`config.mk`:
```
export PLATFORM = sky130hd
export DESIGN_NAME = calendar_date_stepper_top
export DESIGN_NICKNAME = d
export VERILOG_FILES = /design/src/cds_pkg.sv /design/src/calendar_date_stepper_top.sv /design/src/cds_leap.sv /design/src/cds_step.sv
export SDC_FILE = /design/constraint.sdc
export NUM_CORES = 1
export LEC_CHECK = 0
export BUFFER_PORTS_ARGS = -buffer_cell sky130_fd_sc_hd__buf_2
export CAP_MARGIN = 40
export CORE_ASPECT_RATIO = 0.5
export CORE_MARGIN = 5
export CORE_UTILIZATION = 57
export DETAILED_ROUTE_END_ITERATION = 16
export PLACE_DENSITY_LB_ADDON = 0.1
export SYNTH_ARGS = -nofsm -noshare
export SYNTH_HDL_FRONTEND = slang
export SYNTH_SLANG_ARGS = --single-unit
```
`constraint.sdc`:
```
create_clock -name clk -period 11.5 [get_ports clk]
set_input_delay 0 -clock clk [delete_from_list [all_inputs] [get_ports clk]]
set_output_delay 0 -clock clk [all_outputs]
set_load 0.01 [all_outputs]
```
`src/cds_pkg.sv`:
```
// cds_pkg: shared types, constants and the month length function
// for the calendar date stepper; no dependencies
package cds_pkg;

  localparam int DayW   = 5;
  localparam int MonthW = 4;
  localparam int YearW  = 14;

  localparam logic [YearW-1:0] MaxYear = 14'd9999;

  // year / 100 as (year * 5243) >> 19, exact for every 14-bit year
  localparam int Div100Mul   = 5243;
  localparam int Div100Shift = 19;
  localparam int ProdW       = 27;
  localparam int QuotW       = ProdW - Div100Shift;

  localparam logic [MonthW-1:0] MonthJan = 4'd1;
  localparam logic [MonthW-1:0] MonthDec = 4'd12;
  localparam logic [DayW-1:0]   DayFirst = 5'd1;
  localparam logic [DayW-1:0]   DayLast  = 5'd31;

  typedef struct packed {
    logic              func;
    logic [DayW-1:0]   day;
    logic [MonthW-1:0] month;
    logic [YearW-1:0]  year;
  } date_t;

  // date after the leap test
  typedef struct packed {
    logic  vld;
    date_t date;
    logic  leap;
  } leap_stage_t;

  typedef struct packed {
    logic [DayW-1:0]   day;
    logic [MonthW-1:0] month;
    logic [YearW-1:0]  year;
    logic              leap;
    logic              valid;
  } result_t;

  function automatic logic [DayW-1:0] month_len(input logic [MonthW-1:0] m,
                                                 input logic leap);
    logic [DayW-1:0] len;
    case (m)
      4'd2:                      len = leap ? 5'd29 : 5'd28;
      4'd4, 4'd6, 4'd9, 4'd11:   len = 5'd30;
      default:                   len = 5'd31;
    endcase
    return len;
  endfunction

endpackage

```
`src/calendar_date_stepper_top.sv`:
```
// calendar_date_stepper_top: gregorian next / previous day stepper
// throughput: one item per cycle; start reaches done through the stage a, stage b and output registers
// stages: divide by 100 (constant multiply), leap rule, validity and step
// busy is never raised, so every start is taken; done cannot be held off
// rst (synchronous) clears the valid bits of all three stages
// depends on cds_pkg, cds_leap, cds_step
module calendar_date_stepper_top (
  input  logic                          clk,
  input  logic                          rst,
  input  logic                          start,
  output logic                          busy,
  input  logic                          func,
  input  logic [cds_pkg::DayW-1:0]      in_day,
  input  logic [cds_pkg::MonthW-1:0]    in_month,
  input  logic [cds_pkg::YearW-1:0]     in_year,
  output logic                          done,
  output logic [cds_pkg::DayW-1:0]      out_day,
  output logic [cds_pkg::MonthW-1:0]    out_month,
  output logic [cds_pkg::YearW-1:0]     out_year,
  output logic                          is_leap,
  output logic                          in_valid
);

  cds_pkg::date_t       date_in;
  cds_pkg::leap_stage_t leap_stage;
  cds_pkg::result_t     res;
  logic                 accept;

  // the pipeline never stalls, so an item is taken on every start
  assign busy   = 1'b0;
  assign accept = start && !busy;

  assign date_in.func  = func;
  assign date_in.day   = in_day;
  assign date_in.month = in_month;
  assign date_in.year  = in_year;

  // first two stages: year / 100 and the leap flag
  cds_leap u_leap (
    .clk       (clk),
    .rst       (rst),
    .vld_in    (accept),
    .date_in   (date_in),
    .stage_out (leap_stage)
  );

  // last stage: month length, validity and the step itself
  cds_step u_step (
    .clk      (clk),
    .rst      (rst),
    .stage_in (leap_stage),
    .vld_out  (done),
    .res_out  (res)
  );

  assign out_day   = res.day;
  assign out_month = res.month;
  assign out_year  = res.year;
  assign is_leap   = res.leap;
  assign in_valid  = res.valid;

  // every accepted item comes out on done; no item is lost in the pipeline
  a_latency: assert property (@(posedge clk) disable iff (rst)
    accept |-> ##3 done)
    else $error("item lost in pipeline");

  // a result always names a real month and day
  a_range: assert property (@(posedge clk) disable iff (rst)
    done |-> (out_month >= cds_pkg::MonthJan) && (out_month <= cds_pkg::MonthDec) &&
             (out_day != '0) && (out_year <= cds_pkg::MaxYear))
    else $error("result date out of range");

  // an invalid date maps to the first of january
  a_invalid: assert property (@(posedge clk) disable iff (rst)
    (done && !in_valid) |-> (out_day == cds_pkg::DayFirst) &&
                            (out_month == cds_pkg::MonthJan))
    else $error("invalid date not mapped to january first");

endmodule

```
`src/cds_leap.sv`:
```
// cds_leap: two register stages that find the gregorian leap flag
// depends on cds_pkg
module cds_leap (
  input  logic                 clk,
  input  logic                 rst,
  input  logic                 vld_in,
  input  cds_pkg::date_t       date_in,
  output cds_pkg::leap_stage_t stage_out
);

  logic                                  vld_a;
  cds_pkg::date_t                        date_a;
  logic [cds_pkg::QuotW-1:0]             quot_a;
  logic [cds_pkg::ProdW-1:0]             prod;
  logic [cds_pkg::YearW-1:0]             rem100;
  logic                                  leap_next;
  cds_pkg::leap_stage_t                  stage;

  // stage a: quotient by 100 through a constant multiply
  assign prod = cds_pkg::ProdW'(date_in.year) * cds_pkg::ProdW'(cds_pkg::Div100Mul);

  always_ff @(posedge clk) begin
    if (rst) begin
      vld_a <= 1'b0;
    end else begin
      vld_a <= vld_in;
    end
    date_a <= date_in;
    quot_a <= prod[cds_pkg::ProdW-1:cds_pkg::Div100Shift];
  end

  // stage b: remainder by 100, then the leap rule
  assign rem100 = date_a.year - cds_pkg::YearW'(quot_a) * 14'd100;
  assign leap_next = (rem100 == '0) ? (quot_a[1:0] == 2'b00)
                                    : (date_a.year[1:0] == 2'b00);

  always_ff @(posedge clk) begin
    if (rst) begin
      stage.vld <= 1'b0;
    end else begin
      stage.vld <= vld_a;
    end
    stage.date <= date_a;
    stage.leap <= leap_next;
  end

  assign stage_out = stage;

endmodule

```
`src/cds_step.sv`:
```
// cds_step: validity check and the day step, with the output register
// depends on cds_pkg
module cds_step (
  input  logic                 clk,
  input  logic                 rst,
  input  cds_pkg::leap_stage_t stage_in,
  output logic                 vld_out,
  output cds_pkg::result_t     res_out
);

  logic [cds_pkg::DayW-1:0]   len;
  logic [cds_pkg::DayW-1:0]   prev_len;
  logic                       valid;
  logic                       vld;
  cds_pkg::date_t             d;
  cds_pkg::result_t           res;
  cds_pkg::result_t           res_next;

  assign d        = stage_in.date;
  assign len      = cds_pkg::month_len(d.month, stage_in.leap);
  assign prev_len = cds_pkg::month_len(d.month - 4'd1, stage_in.leap);
  assign valid    = (d.month >= cds_pkg::MonthJan) && (d.month <= cds_pkg::MonthDec) &&
                    (d.year <= cds_pkg::MaxYear) && (d.day != '0) && (d.day <= len);

  always_comb begin
    res_next.day   = d.day;
    res_next.month = d.month;
    res_next.year  = d.year;
    res_next.leap  = stage_in.leap;
    res_next.valid = valid;
    if (!valid) begin
      res_next.day   = cds_pkg::DayFirst;
      res_next.month = cds_pkg::MonthJan;
      res_next.year  = (d.year > cds_pkg::MaxYear) ? cds_pkg::MaxYear : d.year;
    end else if (!d.func) begin
      if (d.day < len) begin
        res_next.day = d.day + 5'd1;
      end else if (d.month < cds_pkg::MonthDec) begin
        res_next.day   = cds_pkg::DayFirst;
        res_next.month = d.month + 4'd1;
      end else if (d.year < cds_pkg::MaxYear) begin
        res_next.day   = cds_pkg::DayFirst;
        res_next.month = cds_pkg::MonthJan;
        res_next.year  = d.year + 14'd1;
      end
    end else begin
      if (d.day > cds_pkg::DayFirst) begin
        res_next.day = d.day - 5'd1;
      end else if (d.month > cds_pkg::MonthJan) begin
        res_next.day   = prev_len;
        res_next.month = d.month - 4'd1;
      end else if (d.year != '0) begin
        res_next.day   = cds_pkg::DayLast;
        res_next.month = cds_pkg::MonthDec;
        res_next.year  = d.year - 14'd1;
      end
    end
  end

  always_ff @(posedge clk) begin
    if (rst) begin
      vld <= 1'b0;
    end else begin
      vld <= stage_in.vld;
    end
    res <= res_next;
  end

  assign vld_out = vld;
  assign res_out = res;

endmodule

```
==> results.md, run 1 <==
* Outcome: complete, no violations
* TritonCTS clock tree: built
* PD cells at 291 nW/µm²
* Max clock buf depth at 2
* Initial core utilization at 57.7%
* CP Max Fanout at 5
* Avg Synthesized Cell Area at 9.60 µm²
* CTS Root Cell: clkbuf_16
* Ys Warns at 0
* CTS buffer count at 9
* Crit start category: input pin
* Area Overhead vs Synth at 12.5%
* Post_cts resized at 0
* Multi-input gate area at 5440 µm²
* Net count, final at 1117
* Detailed Place HPWL at 13200 µm
* Die Footprint at 16100 µm²
* Number of max-cap violations at 0
* Clock Sinks at 85
* Leakage at 4.35 nW
* Fmax at 0.212 GHz
* Hold path cells at 2
* Metal-1 WL at 8190 µm
* Normalized max-slew margin at 55.5%
* CP top delay family: adder cells
* H-tree depth at 3
* Maximum vdd ir drop at 0.000221 V
* Crit path DAT at 4.97 ns
* GPL Wtd Cong at 0.857
* Number of synthesized flops with an enable pin at 0
* Synth Flop Type: dfxtp_1
* Gr ovfl total at 0
* Synth Register Bits at 85
* Slowest-stage cell, CP: fa_1
* Worst-Margin Slew at 0.663 ns
* Die Width at 175 µm
* Final setup vio count at 0
* Layout cell share with drive strength beyond 1 at 10.9%
* Final period util at 41.1%
* Drt total wl at 16200 µm
* Area occupied by registers at 1700 µm²
* Wirelength per Cell at 15.3 µm
* Design Power at 0.00253 W
* Die height at 92.4 µm
* Mapped Area at 7730 µm²
* First-pass GRT wire length at 27500 µm
* Commonest non-fill, non-tap cell in the layout: ha_1
* Critical path class: input pin to flip-flop
* ANT nets after route at 0
* RSZ-0062 raised after global routing: no
* Crit end category: flip-flop
* Req. time, crit path at 11.74 ns
* Port bufs at 52
* Core Util, Final at 64.9%
* Distinct cells, synth at 79
* Sequential area share after synthesis at 22.0%
* DR WL met2 at 7330 µm
* Detailed Route Iter0 Violations at 326
* Largest net degree at the start of global routing at 36
* Number of setup buffers added after CTS at 0
* Min-delay worst type: input pin to flip-flop
* Hold Vio Cnt, Final at 0
* Fillers at 1129
* Met3 Routed Length at 575 µm
* Crit path buffers/inverters at 6
* Vias in the first global route at 5585
* Core Area at 13400 µm²
* Cells on worst reg2reg path at 14
* Levels on crit path at 19
* Place WS at 6.95 ns
* FFs w/ async S/R, synth at 0%
* Fin worst setup slack at 6.77 ns
* Clock skew at 0.0138 ns
* Final Max Tran Viols at 0
* DR vias/cell at 5.43
* Cts hold-fix bufs at 26
* CP cell instances: dlygate4sd3_1, buf_2, inv_1, fa_1, inv_1, ha_1, fa_1, fa_1, inv_1, fa_1, inv_1, ha_1, and4_1, nand2_1, o311a_1, o211a_2, a211oi_2, nor2_1, a211oi_1
* Pre-antenna DRT Iters at 5
* Syn Inst Count at 805
* Most frequent cells in the layout: ha_1 (148), inv_1 (133), dfxtp_1 (85), fa_1 (66), buf_2 (52)
* Worst stage delay on the critical path at 0.55 ns
* GR Util All Layers at 21.0%
* Top Layer Used: met4
* Initial antenna violation count at 0
* Via count at 5750
* Syn nets at 1046
* Clock-pin slew on the worst setup and hold paths at 0.06 ns
* Drt drc at 0
* Number of top-level pins at 54
* Final setup TNS at 0 ns
* Min cycle time layout at 4.73 ns
* # rows at 30
* Clock latency at the later pin of the worst-skew pair at 0.35 ns
==> metal layers <==
metal	vias to the layer above	track usage, %
met1	2732	30.6
met3	10	3.34
li1	2904	-
met4	0	3.53
met2	104	33.8
met5	-	0
==> synth_stat cells, types with 2 or more instances <==
master | number | area, µm²
ha_1 | 148 | 1850
a21oi_1 | 32 | 160
xnor2_1 | 11 | 96.3
o21ai_2 | 2 | 17.5
a21o_1 | 8 | 60.1
or2_2 | 2 | 12.5
nand3b_1 | 2 | 15.0
clkbuf_1 | 15 | 56.3
o41ai_1 | 2 | 17.5
fa_1 | 66 | 1320
and2_1 | 6 | 37.5
a2111oi_0 | 2 | 17.5
o21a_1 | 5 | 37.5
inv_1 | 133 | 499
or4_1 | 3 | 22.5
nand2_1 | 31 | 116
nor2b_1 | 5 | 31.3
a31o_2 | 3 | 26.3
o211ai_1 | 5 | 37.5
o21bai_1 | 3 | 22.5
nand4_1 | 8 | 50.1
nor3_1 | 11 | 55.1
a41oi_1 | 3 | 26.3
nor4_1 | 7 | 43.8
a31oi_1 | 7 | 43.8
nand2b_1 | 6 | 37.5
and4_1 | 3 | 26.3
o31ai_1 | 5 | 37.5
or3_1 | 3 | 18.8
o21ai_1 | 4 | 20.0
dfxtp_1 | 85 | 1700
o31a_4 | 2 | 35.0
buf_2 | 4 | 20.0
o31a_1 | 3 | 26.3
o21ai_0 | 34 | 170
and3_1 | 11 | 68.8
o311a_1 | 2 | 20.0
a211oi_1 | 13 | 97.6
xor2_1 | 11 | 96.3
mux2i_1 | 9 | 90.1
nand3_1 | 11 | 55.1
nor2_1 | 42 | 158
==> worst paths after layout <==
check	slack, ns	from	to
worst max-delay path	6.77	in_year[5]	u_leap.quot_a[7]
worst min-delay path	0.29	in_month[0]	u_leap.date_a[14]
worst max register to register	7.29	u_leap.quot_a[3]	u_leap.stage_out[0]
worst min register to register	0.33	u_leap.date_a[23]	u_leap.stage_out[24]
==> kinds of logic (layout without fill, tap and decap cells) <==
family	after synthesis	count (layout)	share of synthesized area, %
AO/OA/AOI/OAI	153	153	13.7
XOR/XNOR	22	22	2.49
adder cells (fa/ha/maj)	214	214	41.0
buffers and inverters	154	230	7.61
flip-flops	85	85	22.0
multiplexers	10	10	1.31
other	1	2	0.0485
AND/OR/NAND/NOR	166	166	11.8
==> power breakdown <==
| group | switching, W | total, W | leakage, nW | internal [W] |
|---|---|---|---|---|
| registers | 0.0000296 | 0.000357 | 0.714 | 0.000328 |
| logic | 0.00106 | 0.00189 | 3.50 | 0.000825 |
| clock network | 0.000119 | 0.000288 | 0.136 | 0.000169 |
==> worst reg2reg max path, cell delays in order (launching register included) <==
cell and delay, ns:
dfxtp_1 0.38, ha_1 0.25, ha_1 0.31, fa_1 0.46, ha_1 0.36, a21oi_1 0.18, xor2_1 0.24, ha_1 0.33
a21oi_1 0.28, nor2_1 0.13, o21ai_0 0.17, a21oi_1 0.09, or4_4 0.49, a2111oi_2 0.28, a31oi_1 0.14
==> area by class of cell <==
| cell class | instances | area share, % |
|---|---|---|
| Timing Repair Buffer | 80 | 6.16 |
| Inverter | 134 | 5.80 |
| Clock buffer | 11 | 2.68 |
| Sequential cell | 85 | 19.6 |
| Clock inverter | 5 | 0.676 |
| Tap cell | 176 | 2.53 |
| Multi-Input combinational cell | 566 | 62.6 |
| Antenna cell | 1 | 0.0288 |
==> sequential cells by signal, indices dropped and copies added, names as in the netlist <==
signal / flops
u_leap.date_a: 24
u_step.res_out: 25
u_step.vld_out: 1
u_leap.vld_a: 1
u_leap.stage_out: 26
u_leap.quot_a: 8
==> through the flow <==
stage          instances  hold WS (ns)  area (µm²)
2_1_floorplan        805        0.0277        7730
3_3_place_gp        1015         0.102        8140
3_5_place_dp        1015         0.104        8140
4_1_cts             1057         0.283        8690
5_1_grt             1057         0.300        8690
6_report            1058         0.293        8700
(Power assumes the default switching activity.)
==> inputs of run 2 (changes only) <==
- clock period: 11.5 -> 4.6 ns (I/O delays scaled with it)
==> run 2 against run 1 <==
Compared with the run above:
- setup slack worse by 6.5 ns
- global-route usage rose by 0.80 points
- sequential cell count unchanged
- cell area rose by 0.29%
- first-iteration DRC count shrank 6.1%
- power rose by 150%
- worst hold slack worse by 0.24 ns
- largest cell class unchanged
==> results.md, run 2 (synthesis gave the netlist of run 1 again) <==
* Fin worst setup slack at 0.230 ns
* Gr ovfl total at 0
* Fmax at 0.229 GHz
* Flop pwr share at 14.1%
* Final Cell Area at 8720 µm²
* Number of max-cap violations at 0
* Number of top-level pins at 54
* Drt total wl at 16600 µm
* Placed cell count at 1023
* Internal Power at 0.00331 W
* Final setup vio count at 0
* Die Width at 175 µm
* Largest register FFs at 26
* Core Area at 13400 µm²
* Crit path DAT at 4.60 ns
* Leakage at 4.37 nW
* Max clock buf depth at 2
* Clock skew at 0.00735 ns
* Final period util at 95.0%
* First-pass GRT wire length at 28800 µm
* CTS buffer count at 9
* Sw Share at 47.6%
* Drt drc at 0
* Normalized max-slew margin at 57.8%
* Non-Filler Instances at 1062
* Initial core utilization at 57.7%
* ANT nets after route at 0
* Crit end category: flip-flop
* PD cells at 724 nW/µm²
* Switching power at 0.00301 W
* Outcome: complete, no violations
* GR Util All Layers at 21.8%
* Detailed Place HPWL at 13500 µm
* Die height at 92.4 µm
* CP cell instances: dlygate4sd3_1, clkbuf_4, inv_1, fa_1, inv_1, ha_1, fa_1, ha_1, fa_1, ha_1, and4_4, a221oi_2, buf_4, o211a_2, a211oi_2, buf_4, o2111a_1, a211oi_1
* Worst stage delay on the critical path at 0.53 ns
* Antenna cells at 0
* Final Max Tran Viols at 0
* Commonest non-fill, non-tap cell in the layout: ha_1
* Crit start category: input pin
* Area Overhead vs Synth at 12.8%
* Crit path buffers/inverters at 6
* DR vias/cell at 5.46
* Clock latency at the later pin of the worst-skew pair at 0.34 ns
* Req. time, crit path at 4.83 ns
* RSZ-0062 raised after global routing: no
* Die Footprint at 16100 µm²
* Clock-pin slew on the worst setup and hold paths at 0.06 ns
* Clock Sinks at 85
* Most frequent cells in the layout: ha_1 (148), inv_1 (133), dfxtp_1 (85), fa_1 (66), buf_2 (51)
* CP top delay family: adder cells
* Layout cell share with drive strength beyond 1 at 12.0%
* CTS Root Cell: clkbuf_16
* Port bufs at 52
* Detailed Route Iter0 Violations at 306
* H-tree depth at 3
* Worst-Margin Slew at 0.629 ns
* Maximum vdd ir drop at 0.000511 V
* TritonCTS clock tree: built
* GPL Wtd Cong at 0.864
* Place WS at 0.00380 ns
* Design Power at 0.00632 W
* Largest net degree at the start of global routing at 36
* Via count at 5799
* Initial antenna violation count at 0
* Min-delay worst type: input pin to flip-flop
* Vias in the first global route at 5930
* Min cycle time layout at 4.37 ns
* # rows at 30
* Clock network fraction of design power at 10.6%
* Critical path class: input pin to flip-flop
* Final setup TNS at 0 ns
* Gate power share at 75.2%
* Hold Vio Cnt, Final at 0
* Pre-antenna DRT Iters at 5
* Slowest-stage cell, CP: fa_1
* CP Max Fanout at 6
* DP Area at 8200 µm²
* Net count, final at 1122
* Wirelength per Cell at 15.6 µm
run 2: cell types whose count changed in the layout (fill, tap and decap cells not counted), sizes merged:
cell         before  now
dlygate4sd3      26   23
clkbuf           11   13
bufinv            1    0
diode             1    0
buf              54   61
clkinvlp          2    3
clkinv            2    1
run 2: final timing paths:
| kind | cells past startpoint | slack [ns] | start | to |
|---|---|---|---|---|
| max | 18 | 0.23 | in_year[0] | u_leap.quot_a[7] |
| min | 2 | 0.05 | in_year[12] | u_leap.date_a[12] |
| max reg2reg | 16 | 0.43 | u_leap.quot_a[2] | u_leap.stage_out[0] |
| min reg2reg | 0 | 0.33 | u_leap.date_a[14] | u_leap.stage_out[15] |
run 2: through the flow:
| step | util [%] | hold slack [ns] |
|---|---|---|
| final | 65.1 | 0.0517 |
| after floorplan | - | 0.0277 |
| after global placement | 61.2 | 0.103 |
| after CTS | 65.0 | 0.0393 |
| after global routing | 65.1 | 0.0489 |
| after detailed placement | 61.2 | 0.104 |
run 2: layer usage:
| metal | global-route usage (%) | routed length (µm) | vias up |
|---|---|---|---|
| li1 | - | - | 2916 |
| met2 | 35.9 | 7500 | 113 |
| met1 | 30.6 | 8200 | 2756 |
| met5 | 0 | 0 | - |
| met4 | 3.72 | 181 | 0 |
| met3 | 4.12 | 697 | 14 |
run 2: layout make-up:
class / instances / area, µm²
multi-input cells: 566 / 5450
well taps: 176 / 220
repair buffers: 85 / 568
clock inverters: 4 / 31.3
fillers: 1104 / 4680
inverters: 134 / 504
flip-flops and latches: 85 / 1700
clock buffers: 12 / 246
run 2: power groups by stage:
stage | clock network (W) | logic (W) | registers, W
final | 0.000672 | 0.00475 | 0.000892
after global routing | 0.000720 | 0.00554 | 0.000905
after CTS | 0.000689 | 0.00474 | 0.000894
after detailed placement | 0 | 0.00468 | 0.000909
after global placement | 0 | 0.00454 | 0.000907
after floorplan | 0 | 0.00371 | 0.000887
run 2: repair_timing:
action	in CTS	in global routing
hold endpoints to repair	24	0
hold buffers	23	0
endpoints found under the setup margin	0	5
setup buffers	0	0
resized for setup	0	3
